**src/egcd_pkg.sv**
```systemverilog
// ----------------------------------------------------------------------------
// egcd_pkg: shared widths and control types for the extended GCD engine
// Operand and coefficient widths, and the step command to the arithmetic unit.
// ----------------------------------------------------------------------------
package egcd_pkg;

    localparam int DATA_WIDTH = 31;
    localparam int COEF_WIDTH = DATA_WIDTH + 1;
    localparam int CNT_WIDTH  = $clog2(COEF_WIDTH + 1);

    typedef logic [DATA_WIDTH-1:0] data_t;
    typedef logic [COEF_WIDTH-1:0] coef_t;
    typedef logic [CNT_WIDTH-1:0]  cnt_t;

    // control from sequencer to the datapath
    typedef struct packed {
        logic load;       // load operands, clear coefficients
        logic div_start;  // clear remainder, begin a division
        logic div_bit;    // one restoring division step
        logic mul_start;  // latch quotient for coefficient update
        logic mul_bit;    // one shift-subtract step on coefficients
        logic mul_done;   // rotate pairs: prev <= cur, cur <= t - q*x; dividend <= divisor, divisor <= remainder
    } ctrl_t;

    // status back to the sequencer
    typedef struct packed {
        logic rem_zero;
        logic n_zero;
    } stat_t;

endpackage

```
**src/egcd_datapath.sv**
```systemverilog
// ----------------------------------------------------------------------------
// egcd_datapath: bit-serial divider and coefficient update
// Restoring division one quotient bit per cycle, then t - q*x by one quotient
// bit per cycle for both coefficient pairs.
// ----------------------------------------------------------------------------
module egcd_datapath
    import egcd_pkg::*;
(
    input  logic  clk,
    input  ctrl_t ctrl,
    input  data_t value_m,
    input  data_t value_n,
    output stat_t stat,
    output data_t divisor,
    output coef_t coef_a,
    output coef_t coef_b
);

    data_t dvd_reg, dvs_reg, quo_reg, rem_reg;
    data_t mq_reg;
    coef_t ap_reg, ac_reg, bp_reg, bc_reg;
    coef_t ax_reg, bx_reg;     // shifted multiplicand
    coef_t aacc_reg, bacc_reg; // running t - q*x

    // shifted partial remainder needs DATA_WIDTH+1 bits: one spare bit
    // above it for the borrow
    logic [DATA_WIDTH+1:0] trial;
    data_t                 rem_sh;

    assign rem_sh = {rem_reg[DATA_WIDTH-2:0], quo_reg[DATA_WIDTH-1]};
    assign trial  = {1'b0, rem_reg, quo_reg[DATA_WIDTH-1]} - {2'b00, dvs_reg};

    always_ff @(posedge clk)
    begin
        if (ctrl.load)
        begin
            dvd_reg <= value_m;
            dvs_reg <= value_n;
            ap_reg  <= coef_t'(1);
            ac_reg  <= '0;
            bp_reg  <= '0;
            bc_reg  <= coef_t'(1);
        end
        if (ctrl.div_start)
        begin
            rem_reg <= '0;
            quo_reg <= dvd_reg;
        end
        else if (ctrl.div_bit)
        begin
            // quo_reg shifts dividend bits out the top, quotient bits in
            if (!trial[DATA_WIDTH+1])
            begin
                rem_reg <= trial[DATA_WIDTH-1:0];
                quo_reg <= {quo_reg[DATA_WIDTH-2:0], 1'b1};
            end
            else
            begin
                rem_reg <= rem_sh;
                quo_reg <= {quo_reg[DATA_WIDTH-2:0], 1'b0};
            end
        end
        if (ctrl.mul_start)
        begin
            mq_reg   <= quo_reg;
            ax_reg   <= ac_reg;
            bx_reg   <= bc_reg;
            aacc_reg <= ap_reg;
            bacc_reg <= bp_reg;
        end
        else if (ctrl.mul_bit)
        begin
            if (mq_reg[0])
            begin
                aacc_reg <= aacc_reg - ax_reg;
                bacc_reg <= bacc_reg - bx_reg;
            end
            mq_reg <= mq_reg >> 1;
            ax_reg <= ax_reg << 1;
            bx_reg <= bx_reg << 1;
        end
        if (ctrl.mul_done)
        begin
            ap_reg  <= ac_reg;
            ac_reg  <= aacc_reg;
            bp_reg  <= bc_reg;
            bc_reg  <= bacc_reg;
            dvd_reg <= dvs_reg;
            dvs_reg <= rem_reg;
        end
    end

    assign stat.rem_zero = (rem_reg == '0);
    assign stat.n_zero   = (dvs_reg == '0);
    assign divisor = stat.n_zero ? dvd_reg : dvs_reg;
    assign coef_a  = stat.n_zero ? coef_t'(1) : ac_reg;
    assign coef_b  = stat.n_zero ? coef_t'(0) : bc_reg;

endmodule

```
**src/egcd_seq.sv**
```systemverilog
// ----------------------------------------------------------------------------
// egcd_seq: step sequencer for the extended GCD engine
// Walks load, check, divide, test, multiply and rotate phases with a shared bit counter.
// ----------------------------------------------------------------------------
module egcd_seq
    import egcd_pkg::*;
(
    input  logic  clk,
    input  logic  rst_n,
    input  logic  start,
    input  stat_t stat,
    output ctrl_t ctrl,
    output logic  busy,
    output logic  done
);

    localparam logic [2:0] S_IDLE  = 3'd0;
    localparam logic [2:0] S_CHECK = 3'd1;
    localparam logic [2:0] S_DIV   = 3'd2;
    localparam logic [2:0] S_TEST  = 3'd3;
    localparam logic [2:0] S_MUL   = 3'd4;
    localparam logic [2:0] S_ROT   = 3'd5;
    localparam logic [2:0] S_DONE  = 3'd6;

    logic [2:0] state_reg, state_next;
    cnt_t       cnt_reg, cnt_next;

    always_ff @(posedge clk or negedge rst_n)
    begin
        if (!rst_n)
        begin
            state_reg <= S_IDLE;
            cnt_reg   <= '0;
        end
        else
        begin
            state_reg <= state_next;
            cnt_reg   <= cnt_next;
        end
    end

    always_comb
    begin
        state_next = state_reg;
        cnt_next   = cnt_reg;
        ctrl       = '0;
        done       = 1'b0;
        case (state_reg)
            S_IDLE:
            begin
                if (start)
                begin
                    ctrl.load  = 1'b1;
                    state_next = S_CHECK;
                end
            end
            S_CHECK:
            begin
                if (stat.n_zero)
                    state_next = S_DONE;
                else
                begin
                    ctrl.div_start = 1'b1;
                    cnt_next       = cnt_t'(DATA_WIDTH - 1);
                    state_next     = S_DIV;
                end
            end
            S_DIV:
            begin
                ctrl.div_bit = 1'b1;
                cnt_next     = cnt_reg - cnt_t'(1);
                if (cnt_reg == '0)
                    state_next = S_TEST;
            end
            S_TEST:
            begin
                if (stat.rem_zero)
                    state_next = S_DONE;
                else
                begin
                    ctrl.mul_start = 1'b1;
                    cnt_next       = cnt_t'(DATA_WIDTH - 1);
                    state_next     = S_MUL;
                end
            end
            S_MUL:
            begin
                ctrl.mul_bit = 1'b1;
                cnt_next     = cnt_reg - cnt_t'(1);
                if (cnt_reg == '0)
                    state_next = S_ROT;
            end
            S_ROT:
            begin
                ctrl.mul_done = 1'b1;
                state_next    = S_CHECK;
            end
            S_DONE:
            begin
                done       = 1'b1;
                state_next = S_IDLE;
            end
            default:
                state_next = S_IDLE;
        endcase
    end

    assign busy = (state_reg != S_IDLE);

endmodule

```
**src/extended_gcd_top.sv**
```systemverilog
// ----------------------------------------------------------------------------
// extended_gcd_top: extended Euclid, gcd plus Bezout coefficients
// The run grows with the number k of divisions (k up to about 45 at 31 bits);
//   one item at a time, next start accepted in the cycle after the result
//   beat.
// Each division and each coefficient update runs one bit per cycle.
// Result beat: valid high for one cycle; the receiver cannot stall.
// Reset: asynchronous active low, returns the sequencer to idle.
// ----------------------------------------------------------------------------
module extended_gcd_top
    import egcd_pkg::*;
(
    input  logic  clk,
    input  logic  rst_n,
    input  logic  start,
    output logic  busy,
    input  data_t value_m,
    input  data_t value_n,
    output logic  valid,
    output data_t divisor,
    output coef_t coef_a,
    output coef_t coef_b
);

    ctrl_t ctrl;
    stat_t stat;

    // sequencer: division and multiply phases, one bit per cycle
    egcd_seq u_seq (
        .clk   (clk),
        .rst_n (rst_n),
        .start (start),
        .stat  (stat),
        .ctrl  (ctrl),
        .busy  (busy),
        .done  (valid)
    );

    // datapath: operands, remainder, both coefficient pairs
    egcd_datapath u_dp (
        .clk     (clk),
        .ctrl    (ctrl),
        .value_m (value_m),
        .value_n (value_n),
        .stat    (stat),
        .divisor (divisor),
        .coef_a  (coef_a),
        .coef_b  (coef_b)
    );

endmodule

```
**config.mk**
```make
export PLATFORM = sky130hd
export DESIGN_NAME = extended_gcd_top
export DESIGN_NICKNAME = d
export VERILOG_FILES = /design/src/egcd_pkg.sv /design/src/egcd_datapath.sv /design/src/egcd_seq.sv /design/src/extended_gcd_top.sv
export SDC_FILE = /design/constraint.sdc
export NUM_CORES = 1
export LEC_CHECK = 0
export BUFFER_PORTS_ARGS = -buffer_cell sky130_fd_sc_hd__buf_2
export CORE_MARGIN = 2
export CORE_UTILIZATION = 50
export CTS_CLUSTER_DIAMETER = 50
export CTS_CLUSTER_SIZE = 30
export DETAILED_ROUTE_END_ITERATION = 7
export GPL_TIMING_DRIVEN = 1
export PLACE_DENSITY = 0.71
export SLEW_MARGIN = 20
export SYNTH_ARGS = -nofsm -noshare
export SYNTH_HDL_FRONTEND = slang
export SYNTH_HIERARCHICAL = 1
export SYNTH_SLANG_ARGS = --single-unit
```
**constraint.sdc**
```tcl
create_clock -name clk -period 3.9 [get_ports clk]
set_input_delay 0 -clock clk [delete_from_list [all_inputs] [get_ports clk]]
set_output_delay 0 -clock clk [all_outputs]
set_load 0.05 [all_outputs]
```
==> flow_summary.ini, run 1 <==
[placement]
dp.cells = 2844
port_buffers = 161
dp_hpwl_um = 38100
gp_congestion = 0.931
place_area_um2 = 24700

[clock_tree]
postCtsSetupBuffers = 0
path_clk_slew_ns = 0.07
worstSkewPairLatency_ns = 0.59
cts_buffers = 43
cts_tree = done
cts-root-buf = clkbuf_16
cts_sinks = 420
clk_path_buf_depth = 3
ctsHtreeMaxLevel = 2

[timing]
maxSlewViolCount = 0
skew_ns = 0.0358
fin_crit_ns = 3.64
finalCritPeriodShare_pct = 93.2
fmax_mhz = 275
tightest_slew_ns = 1.05
setup_tns_ns = 0
grt_setup_unrepaired = false
finalSetupViolCount = 0
slew_headroom_pct = 29.8
hold_viol_final = 0

[cells_and_area]
fin_util_pct = 58.1
area_growth_pct = 15.2
drive_above_1_share_pct = 18.2
antennaDiodeCount = 0
nFillCells = 3830
fin_nets = 2510
stdcell_count = 2988
final_area_um2 = 26900

[route]
final_antenna_net_count = 0
routed_wl_um = 56300
dr.pass1.iters = 5
dr.first_iter.drc_count = 1267
vias = 17029
post-route-drc-count = 0
viasPerCell = 5.70
post_drt_wl_per_cell_um = 18.9

[synthesis]
synth_flop_cell = edfxtp_1
ys_seq_area_share_pct = 52.5
synth.distinct_cells = 86
async_flop_share_pct = 2.14
synth-edff-count = 380
synth_top_area_share_pct = 48.8
synth.cell_area_um2 = 23400
avgSynthCellArea_um2 = 10.8
syn_nets = 2318
synth-seq-cells = 420
ys_warn_count = 6
synthTopCellsByArea = edfxtp_1 49%, mux2_2 6.2%, ha_1 5.1%, nand2_1 4.4%, and2_1 3.7%
synth_top_cell_by_area = edfxtp_1
synthCells = 2155

[worst_setup_path]
cp-start-kind = flop
worstPathArrival_ns = 3.64
max_stage_delay_ns = 0.66
crit_top_cell = buf_4
critPathMaxFanout = 59
crit_path_top_delay_cell = buf_4
critPathKind = flop to primary output
cp.required_ns = 3.90
worstSetupEndpointType = primary output
crit_chain = nor4_1, nand4_1, nor2_4, buf_4, buf_4, nor2b_1, buf_2

[floorplanning]
rows = 79
die_h_um = 220
initial_utilization_pct = 50.4
ios = 162
dieWidth_um = 220
fp.coreArea_um2 = 46400
fp.dieArea_um2 = 48500

[global_routing]
grt_pass1_wl_um = 89300
grt_max_degree = 191
grt_pass1_vias = 16867
grtUsageTotal_pct = 23.2
gr-total-overflow = 0
antenna_found_initial = 0

[job]
drv_cap = 0

[power_and_ir_drop]
p_leak_nw = 10.4
p_total_mw = 23.4
ir_worst_vdd_uv = 596
pwr_density_cell_nw_per_um2 = 868

[run_status]
status = finished, final reports clean

[worst_hold_path]
holdCritPathClass = input pin to flop
[path summary, 6_finish.rpt]
path	start	endpoint	slack, ns	cells past startpoint
setup / recovery	u_dp/dvs_reg[3]	coef_b[21]	0.26	7
hold / removal	value_m[10]	u_dp/dvd_reg[10]	0.24	3
setup reg to reg	u_dp/bacc_reg[6]	u_dp/bacc_reg[29]	0.46	9
hold reg to reg	u_dp/bacc_reg[0]	u_dp/bc_reg[0]	0.52	2
max in group asynchronous	rst_n	u_seq/cnt_reg[3]	3.17	3
min in group asynchronous	rst_n	u_seq/state_reg[1]	0.44	3
[logic make-up after synthesis]
| logic type | share of synthesized area, % |
|---|---|
| and+or+nand+nor | 16.1 |
| AOI/OAI and AO/OA | 13.2 |
| DFF | 52.5 |
| buffers and inverters | 4.02 |
| muxes | 6.52 |
| adders and majority gates | 5.34 |
| xor gates and xnor gates | 2.36 |
[what timing repair did]
action	CTS	global route
resized for setup	0	0
endpoints found under the hold margin	72	0
hold buffers	65	0
[placed cells by master, fill, tap and decap left out, types with 11 or more instances in the layout]
| cell type | instances |
|---|---|
| a211oi_1 | 13 |
| a21o_1 | 43 |
| a21oi_1 | 84 |
| a311oi_2 | 11 |
| a31oi_1 | 13 |
| and2_1 | 140 |
| and3_1 | 18 |
| buf_2 | 161 |
| buf_4 | 20 |
| clkbuf_16 | 43 |
| dfxtp_1 | 31 |
| dlygate4sd3_1 | 65 |
| edfxtp_1 | 380 |
| ha_1 | 95 |
| inv_1 | 127 |
| mux2_2 | 129 |
| nand2_1 | 270 |
| nand2b_1 | 16 |
| nand3_1 | 25 |
| nand4_1 | 17 |
| nor2_1 | 90 |
| nor2b_1 | 80 |
| nor3_1 | 27 |
| nor4_1 | 18 |
| o211ai_1 | 13 |
| o21a_1 | 15 |
| o21ai_0 | 154 |
| o21bai_1 | 11 |
| o31ai_1 | 15 |
| xnor2_1 | 35 |
| xor2_1 | 28 |
[synth_stat cells (31+ instances only)]
| library cell | number |
|---|---|
| edfxtp_1 | 380 |
| nand2_1 | 271 |
| o21ai_0 | 154 |
| and2_1 | 140 |
| inv_1 | 129 |
| mux2_2 | 129 |
| ha_1 | 95 |
| nor2_1 | 93 |
| a21oi_1 | 84 |
| clkbuf_1 | 80 |
| nor2b_1 | 80 |
| a21o_1 | 43 |
| xnor2_1 | 35 |
| dfxtp_1 | 31 |
[routing by layer]
layer  part of all wire, %  global-route usage (%)  routed length [µm]
met1                    44                    30.7               24500
met2                    49                    39.5               27400
met3                   5.4                    3.66                3040
met4                   2.5                    7.00                1400
met5                     0                       0                   0
[cell type report]
type                            instances  area (µm²)  share of cell area, %
Multi-Input combinational cell       1502       10200                   37.9
Sequential cell                       420       12300                   45.5
Tap cell                              607         759                   2.82
Inverter                              130         488                   1.81
Clock inverter                         34         435                   1.62
Clock buffer                           45        1090                   4.06
Timing Repair Buffer                  250        1690                   6.26
[power by group]
group          total [mW]  switching (mW)  leakage (nW)  internal (mW)
clock                4.40            2.03         0.739           2.37
combinational        10.7            6.88          5.64           3.81
sequential           8.29           0.879          4.06           7.41
total                23.4            9.79          10.4           13.6
[worst max-delay path, delay by kind of cell (launching register included)]
family | cells | cell delay, ns
buffers and inverters | 3 | 1.39
AND/OR/NAND/NOR | 4 | 1.19
flip-flops | 1 | 0.42
[metrics by stage]
stage / hold slack, ns / worst slack, ns
after floorplan: -0.296 / 0.298
after global placement: -0.142 / 0.696
after detailed placement: -0.135 / 0.548
after CTS: 0.209 / 0.218
after global routing: 0.237 / 0.175
final: 0.242 / 0.263
No activity file was read; power rests on OpenSTA's default activity.
==> run 2, diff against run 1 <==
--- a/config.mk
+++ b/config.mk
@@ -5,6 +5,7 @@
 export SDC_FILE = /design/constraint.sdc
 export NUM_CORES = 1
 export LEC_CHECK = 0
+export ABC_AREA = 1
 export BUFFER_PORTS_ARGS = -buffer_cell sky130_fd_sc_hd__buf_2
 export CORE_MARGIN = 2
 export CORE_UTILIZATION = 50
@@ -12,9 +13,8 @@
 export CTS_CLUSTER_SIZE = 30
 export DETAILED_ROUTE_END_ITERATION = 7
 export GPL_TIMING_DRIVEN = 1
-export PLACE_DENSITY = 0.71
+export PLACE_DENSITY = 0.7
 export SLEW_MARGIN = 20
 export SYNTH_ARGS = -nofsm -noshare
 export SYNTH_HDL_FRONTEND = slang
-export SYNTH_HIERARCHICAL = 1
 export SYNTH_SLANG_ARGS = --single-unit
==> run 2 against run 1 <==
  * Cell area is 5.8% higher
  * Largest power group unchanged
  * Wire length grew 16%
  * Sequential share of layout area fell by 2.5 points
  * Clock skew is 0.0057 ns lower
  * Critical path depth unchanged
  * Sequential power is 1% higher
==> flow_summary.ini, run 2 <==
[clock_tree]
postCtsSetupBuffers = 0
ctsHtreeMaxLevel = 2
clk_path_buf_depth = 3
path_clk_slew_ns = 0.08
cts_tree = done
cts_sinks = 420
cts-root-buf = clkbuf_16
worstSkewPairLatency_ns = 0.61
cts_buffers = 45

[power_and_ir_drop]
pwr_density_cell_nw_per_um2 = 939
p_leak_nw = 13.6
ir_worst_vdd_uv = 473

[route]
dr.first_iter.drc_count = 1769
post_drt_wl_per_cell_um = 15.9
vias = 21319
post-route-drc-count = 0
dr.pass1.iters = 6
viasPerCell = 5.20
routed_wl_um = 65300
final_antenna_net_count = 0

[synthesis]
avgSynthCellArea_um2 = 7.75
synthXorXnorAreaFrac_pct = 1.24
synthCells = 3202
synth-seq-cells = 420
synth_top_area_share_pct = 46.0
synth.cell_area_um2 = 24800
synth_top_family_by_area = simple AND/OR/NAND/NOR gates
synth-simple-area-share_pct = 25.9
synth-edff-count = 380
synth_fa_ha_area_share_pct = 5.04
synth-compound-area-share_pct = 7.57
yosysMostFrequentCell = nand2_1
synth.distinct_cells = 40
synth_top_cell_by_area = edfxtp_1
synth_flop_cell = edfxtp_1
synthTopCellsByArea = edfxtp_1 46%, nand2_1 15%, inv_1 8.9%, nor2_1 5.1%, ha_1 4.8%
ys_warn_count = 0
synthMuxAreaShare_pct = 0
syn_nets = 3365
ys_seq_area_share_pct = 49.4
async_flop_share_pct = 2.14
synthTopCellsByCount = 995 x nand2_1, 586 x inv_1, 380 x edfxtp_1, 339 x nor2_1, 234 x o21ai_0

[floorplanning]
initial_utilization_pct = 50.7
rows = 81
dieWidth_um = 227
fp.dieArea_um2 = 51400
fp.coreArea_um2 = 49000
ios = 162
die_h_um = 227

[cells_and_area]
drive_above_1_share_pct = 8.41
antennaDiodeCount = 0
fin_nets = 3564
layout_common_cells = 992 x nand2_1, 586 x inv_1, 380 x edfxtp_1, 338 x nor2_1, 234 x o21ai_0
nFillCells = 4381
layout_commonest_cell = nand2_1
area_growth_pct = 14.9
fin_util_pct = 58.2

[placement]
gp_congestion = 0.979
port_buffers = 161
dp_hpwl_um = 45900

[global_routing]
grt_pass1_vias = 20936
antenna_found_initial = 0
grtUsageTotal_pct = 25.7
gr-total-overflow = 0
grt_pass1_wl_um = 106000
grt_max_degree = 251

[timing]
fmax_mhz = 323
finalCritPeriodShare_pct = 79.3
finalSetupViolCount = 0
tightest_slew_ns = 1.06
skew_ns = 0.0301
hold_viol_final = 0
maxSlewViolCount = 0
grt_setup_unrepaired = false
setup_tns_ns = 0
slew_headroom_pct = 29.2
fin_crit_ns = 3.09

[worst_setup_path]
critPathKind = flop to primary output
worstPathArrival_ns = 3.09
worstSetupEndpointType = primary output
cp-start-kind = flop
timing.rr.start = u_dp.rem_reg[21]
rr_endpoint = u_dp.bacc_reg[31]
ff2ff_setup_slack_ns = 0.92
critPathLaunch = u_dp.dvs_reg[24]
worstRegToRegCells = 8
critPathMaxFanout = 32
cp.required_ns = 3.90
cp-endpoint = divisor[29]

[worst_hold_path]
holdCritPathClass = input pin to flop
min_from = value_m[19]

[run_status]
status = finished, final reports clean

[job]
drv_cap = 0
run 2: cell types whose count changed in the layout (fill, tap and decap cells not counted), sizes merged, moves of 42 or more:
cell | before | now
nor2b | 80 | 0
inv | 143 | 613
and2 | 141 | 3
nand2 | 273 | 1000
o21ai | 156 | 277
nand3 | 25 | 174
nor2 | 93 | 345
a21o | 43 | 1
mux2 | 129 | 0
run 2: where the power goes:
part	leakage (nW)	internal [mW]	switching [mW]
clock network	0.775	2.46	2.18
registers	3.93	7.66	0.737
logic	8.92	4.12	9.60
run 2: logic make-up (layout without fill, tap and decap cells):
kind of cell | count (synthesis) | in the layout
adder cells (fa/ha/maj) | 98 | 98
flip-flops | 420 | 420
buffers and inverters | 685 | 920
XOR/XNOR | 35 | 35
AND/OR/NAND/NOR | 1594 | 1594
AO/OA/AOI/OAI | 370 | 370
run 2: stage by stage:
step / hold WS [ns] / instances / instance area [µm²] / power (mW) / setup WS [ns]
floorplan: -0.296 / 3202 / 24800 / 18.6 / 0.265
global placement: -0.139 / 3953 / 26200 / 21.7 / 0.960
detailed placement: -0.130 / 3953 / 26200 / 22.0 / 0.997
CTS: 0.182 / 4101 / 28500 / 26.8 / 0.731
global route: 0.231 / 4101 / 28500 / 28.9 / 0.639
finish: 0.218 / 4101 / 28500 / 26.8 / 0.808
run 2: worst min path at each step:
| stage | slack [ns] | cells after the start | endpoint |
|---|---|---|---|
| floorplan | -0.30 | 0 | u_seq.cnt_reg[0] |
| finish | 0.22 | 4 | u_dp.dvd_reg[19] |
| global placement | -0.14 | 1 | u_seq.cnt_reg[5] |
| detailed placement | -0.13 | 1 | u_seq.cnt_reg[5] |
| CTS | 0.18 | 4 | u_dp.dvs_reg[22] |
| global route | 0.23 | 4 | u_dp.dvd_reg[21] |
run 2: timing repair:
action	in CTS	in global routing
resized for setup	0	0
endpoints found under the hold margin	72	0
hold buffers	65	0
run 2: layout make-up:
class | count | area (µm²) | area share [%]
clock buffer | 47 | 1150 | 4.05
clock inverter | 36 | 458 | 1.61
inverter | 594 | 2230 | 7.84
multi-input combinational | 2097 | 9910 | 34.8
sequential | 420 | 12300 | 43.0
tap | 664 | 831 | 2.92
timing repair buffer | 243 | 1650 | 5.78
run 2: layer usage:
layer	wire length (µm)	GRT usage [%]	vias up
met5	0	0	-
met4	2350	10.7	0
met2	31100	43.7	675
li1	-	-	10556
met3	3840	3.28	142
met1	27900	33.1	9946
run 2: worst max-delay path, cell delays in order, from the launching register on:
cell and delay [ns]:
edfxtp_1 0.41, nor4_1 0.54, nand3_1 0.21, nor2_4 0.14, inv_1 0.08, buf_4 0.24, o21ai_0 0.49, buf_2 0.37
